$ cat src/rtl/bole_pkg.sv
// Shared types and constants for the bounded ordered list engine.
// No dependencies; every other file imports this package.
`timescale 1ns / 1ps
`default_nettype none

package bole_pkg;

    localparam int CAPACITY_DEF    = 64;
    localparam int HANDLE_BITS_DEF = 32;

    localparam int OP_W   = 3;
    localparam int POS_W  = 7;
    localparam int DATA_W = 32;
    localparam int LEN_W  = 7;

    localparam logic [OP_W-1:0] OP_APPEND = 3'd0;
    localparam logic [OP_W-1:0] OP_INSERT = 3'd1;
    localparam logic [OP_W-1:0] OP_REMOVE = 3'd2;
    localparam logic [OP_W-1:0] OP_GET    = 3'd3;
    localparam logic [OP_W-1:0] OP_SEARCH = 3'd4;

    // Shift command broadcast to every cell of the chain.
    typedef struct packed {
        logic ins;
        logic rem;
    } bole_ctrl_t;

endpackage

`default_nettype wire

$ cat src/rtl/bole_cell.sv
// One storage cell of the list chain: holds one entry and moves it to or from its neighbors.
// Depends on bole_pkg for the shift command type.
`timescale 1ns / 1ps
`default_nettype none

module bole_cell
    import bole_pkg::*;
#(
    parameter int HANDLE_BITS = HANDLE_BITS_DEF,
    parameter int PW          = POS_W,
    parameter int INDEX       = 0
)
(
    input  wire logic                   clk,
    input  wire bole_ctrl_t             ctrl,
    input  wire logic [PW-1:0]          pos,
    input  wire logic [PW-1:0]          cnt,
    input  wire logic [HANDLE_BITS-1:0] handle,
    input  wire logic [HANDLE_BITS-1:0] lower,
    input  wire logic [HANDLE_BITS-1:0] upper,
    output      logic [HANDLE_BITS-1:0] entry,
    output      logic [HANDLE_BITS-1:0] sel_data,
    output      logic                   hit
);

    localparam logic [PW-1:0] IDX    = PW'(INDEX);
    localparam logic [PW-1:0] IDX_P1 = PW'(INDEX + 1);

    logic [HANDLE_BITS-1:0] entry_reg;
    logic [HANDLE_BITS-1:0] entry_next;
    logic                   load;

    always_comb
    begin
        entry_next = entry_reg;
        load       = 1'b0;
        if (ctrl.ins)
        begin
            if (IDX == pos)
            begin
                entry_next = handle;
                load       = 1'b1;
            end
            else if ((IDX > pos) && (IDX <= cnt))
            begin
                entry_next = lower;
                load       = 1'b1;
            end
        end
        else if (ctrl.rem)
        begin
            if ((IDX >= pos) && (IDX_P1 < cnt))
            begin
                entry_next = upper;
                load       = 1'b1;
            end
        end
    end

    always_ff @(posedge clk)
    begin
        if (load)
        begin
            entry_reg <= entry_next;
        end
    end

    assign entry    = entry_reg;
    assign sel_data = (IDX == pos) ? entry_reg : '0;
    assign hit      = (IDX < cnt) && (entry_reg == handle);

endmodule

`default_nettype wire

$ cat config.mk
export PLATFORM = sky130hd
export DESIGN_NAME = bole_cell
export DESIGN_NICKNAME = d
export VERILOG_FILES = /design/src/rtl/bole_pkg.sv /design/src/rtl/bole_cell.sv
export SDC_FILE = /design/constraint.sdc
export NUM_CORES = 1
export LEC_CHECK = 0
export ABC_AREA = 1
export BUFFER_PORTS_ARGS = -buffer_cell sky130_fd_sc_hd__buf_4
export CAP_MARGIN = 20
export CORE_AREA = 4 4 83 85
export CTS_CLUSTER_DIAMETER = 100
export DETAILED_ROUTE_END_ITERATION = 8
export DIE_AREA = 0 0 87 89
export GPL_ROUTABILITY_DRIVEN = 0
export PLACE_DENSITY = 0.77
export SETUP_SLACK_MARGIN = 0.05
export SLEW_MARGIN = 20
export SYNTH_ARGS = -nofsm -noshare
export SYNTH_HDL_FRONTEND = slang
export SYNTH_SLANG_ARGS = --single-unit
$ cat constraint.sdc
create_clock -name clk -period 3.5 [get_ports clk]
set_input_delay 0.35 -clock clk [delete_from_list [all_inputs] [get_ports clk]]
set_output_delay 0.35 -clock clk [all_outputs]
set_load 0.02 [all_outputs]
==> summary.md <==
| Metric | Value |
|---|---|
| RSZ-0062 raised after global routing | `no` |
| Fmax | `between 0.4 and 0.5 GHz` |
| Area grow syn2layout | `57.5%` |
| Rows | `29` |
| Final net count | `665` |
| Post-CTS resize count | `0` |
| Final period util | `59.1%` |
| Max reg flops | `32` |
| Comb pwr share | `22.8%` |
| Synthesis-stage register bit count | `32` |
| Max-cap viol count | `0` |
| Pins Over Slew Limit | `0` |
| Net Switching | `0.000233 W` |
| Hold Buf Count CTS | `0` |
| Drt pass-1 iters | `4` |
| Finished Core Util | `63.8%` |
| Syn_nets | `494` |
| Fin. Hold Viols | `0` |
| Synth Instances | `381` |
| Ratio of cells with drive above 1 in the final layout | `36.1%` |
| Post-Synth Adder-Cell Area | `0%` |
| Startpoint types | `input pin` |
| Arrival time at the worst endpoint | `1.72 ns` |
| First-pass GRT wire length | `13500 µm` |
| Leading area contributor after synthesis | `edfxtp_1` |
| Sw Share | `25.7%` |
| Int Pwr | `0.000675 W` |
| Status | `completed` |
| Synth warnings | `0` |
| Overall routed net length | `~9000 µm` |
| Initial Utilization | `40.5%` |
| Synth Area in Compound Gates | `14.6%` |
| Final instance area | `slightly below 4000 µm²` |
| Final min period | `2.07 ns` |
| Area contributors post-synth | `edfxtp_1 38%, nand2_1 16%, nor2_1 13%, a21oi_1 11%, inv_1 8.4%` |
| Post-synth top cells | `107 x nand2_1, 86 x nor2_1, 56 x inv_1` |
| Initial antenna violation count | `0` |
| CTS Root Cell | `clkbuf_8` |
| Share of synthesized flip-flops with an asynchronous set or reset | `0%` |
| GRT Total Usage | `22.4%` |
| Total die area | `7740 µm²` |
| Chip Width | `between 80 and 90 µm` |
| Detail Placement HPWL | `7090 µm` |
| Placed cell area | `roughly 3900 µm²` |
| Crit path kind | `input pin to primary output` |
| Peak VDD IR | `0.160 mV` |
| CTS Buffer Depth | `2` |
| Multiplexer share of the synthesized area | `0%` |
| Post-synthesis average cell area | `~6.6 µm²` |
| Largest net degree at the start of global routing | `34` |
| Initial drt markers | `between 100 and 150` |
| Final setup fails | `0` |
| Fillers | `just under 600` |
| CTS tree | `built` |
| Count leader, synth | `nand2_1` |
| Post-Synth Simple-Gate Area | `30.5%` |
| Number of flops mapped to enable cells by yosys | `32` |
| Placed Cells | `622` |
| Share of total power in the clock network | `30.1%` |
| Non-Filler Instances | `629` |
| Rel. slew slack | `60.8%` |
| Clk pin slew, worst setup/hold paths | `roughly 0.070 ns` |
| Die H | `89 µm` |
| TNS Setup | `0 ns` |
| H-tree depth | `2` |
| Worst Hold Class | `input pin to flop` |
| Number of port buffers | `~180` |
| FF/Latch Area | `961 µm²` |
| Most used DFF post-synth | `edfxtp_1` |
| Core area | `6200 µm²` |
| CTS Buf Count | `5` |
| Post-synthesis xor/xnor area fraction | `3.48%` |
| Grt total ovfl | `0` |
| Synthesized area | `about 2500 µm²` |
| Vias per cell | `around 4.7` |
| Boundary pin count | `178` |
| Crit end category | `primary output` |
| Area of the multi-input gates | `1240 µm²` |
| Seq/Total Area, Yosys | `38.2%` |
| Pwr dens | `around 230 nW/µm²` |
| Worst slew pin tran | `0.588 ns` |
| Vias in the first global route | `2906` |
| Yosys top cell area share | `between 30% and 40%` |
| Pleak | `roughly 2.0 nW` |
| Antenna diodes | `0` |
| DRT antenna net count | `0` |
| Post-synthesis cell type count | `18` |
| Largest family of logic cells by synthesized area | `simple AND/OR/NAND/NOR gates` |
| Via count | `2985` |
| WL/cell | `around 14 µm` |
| Data required, critical path | `3.15 ns` |
| Seq pwr share | `approximately 47%` |
| DRC | `0` |
| Postcts setup bufs | `0` |
| Crit-path max FO | `25` |
| TritonCTS Sinks | `32` |
## per-layer routing
layer	routed length [µm]	vias to the layer above	GRT usage (%)
li1	-	1516	-
met1	3460	1336	24.9
met4	35	0	4.67
met5	0	-	0
met2	4780	129	43.3
met3	765	4	5.25
## cells in the final DEF (no fill, tap or decap), drive strengths merged
cell and instances:
nand4 1, a21oi 65, nor2 86, clkbuf 5, buf 181, edfxtp 32
inv 57, nand3 2, xor2 4, nor3 1, o21ai 1, nor3b 1
clkinv 2, nand2 107, xnor2 6, nand3b 1
## cell families after synthesis
logic type             Yosys count
AO/OA/AOI/OAI                   66
XOR/XNOR                        10
buffers and inverters           74
flip-flops                      32
AND/OR/NAND/NOR                199
## power groups by stage
stage | Sequential, W | Combinational, W | Clock [W]
2_1_floorplan | 0.000439 | 0.0000753 | 0
3_3_place_gp | 0.000437 | 0.000202 | 0
3_5_place_dp | 0.000437 | 0.000207 | 0
4_1_cts | 0.000428 | 0.000208 | 0.000281
5_1_grt | 0.000428 | 0.000228 | 0.000299
6_report | 0.000428 | 0.000207 | 0.000274
## worst max-delay path, stage by stage
cell and delay (ns):
buf_4 0.11, nor2_1 0.17, nand4_4 0.38, buf_4 0.38, nor2_1 0.15, buf_4 0.16
## stage by stage
| stage | setup WS [ns] | hold slack, ns | power, W |
|---|---|---|---|
| floorplan | 0.589 | 0.575 | 0.000514 |
| global placement | 1.20 | 0.661 | 0.000639 |
| detailed placement | 1.15 | 0.668 | 0.000644 |
| CTS | 1.42 | 0.373 | 0.000917 |
| global route | 1.26 | 0.375 | 0.000955 |
| finish | 1.43 | 0.385 | 0.000909 |
## final timing paths
path	cells past startpoint	start	endpoint	slack (ns)
setup / recovery	6	pos[4]	sel_data[30]	1.43
hold / removal	3	upper[16]	entry[16]	0.38
## final cells by class
cell class / instances / share of cell area (%)
multi-input cells: 275 / 31.4
clock inverters: 2 / 0.190
repair buffers: 181 / 34.6
clock buffers: 5 / 1.74
flip-flops and latches: 32 / 24.3
inverters: 57 / 5.40
well taps: 77 / 2.43
(Power assumes the default switching activity.)
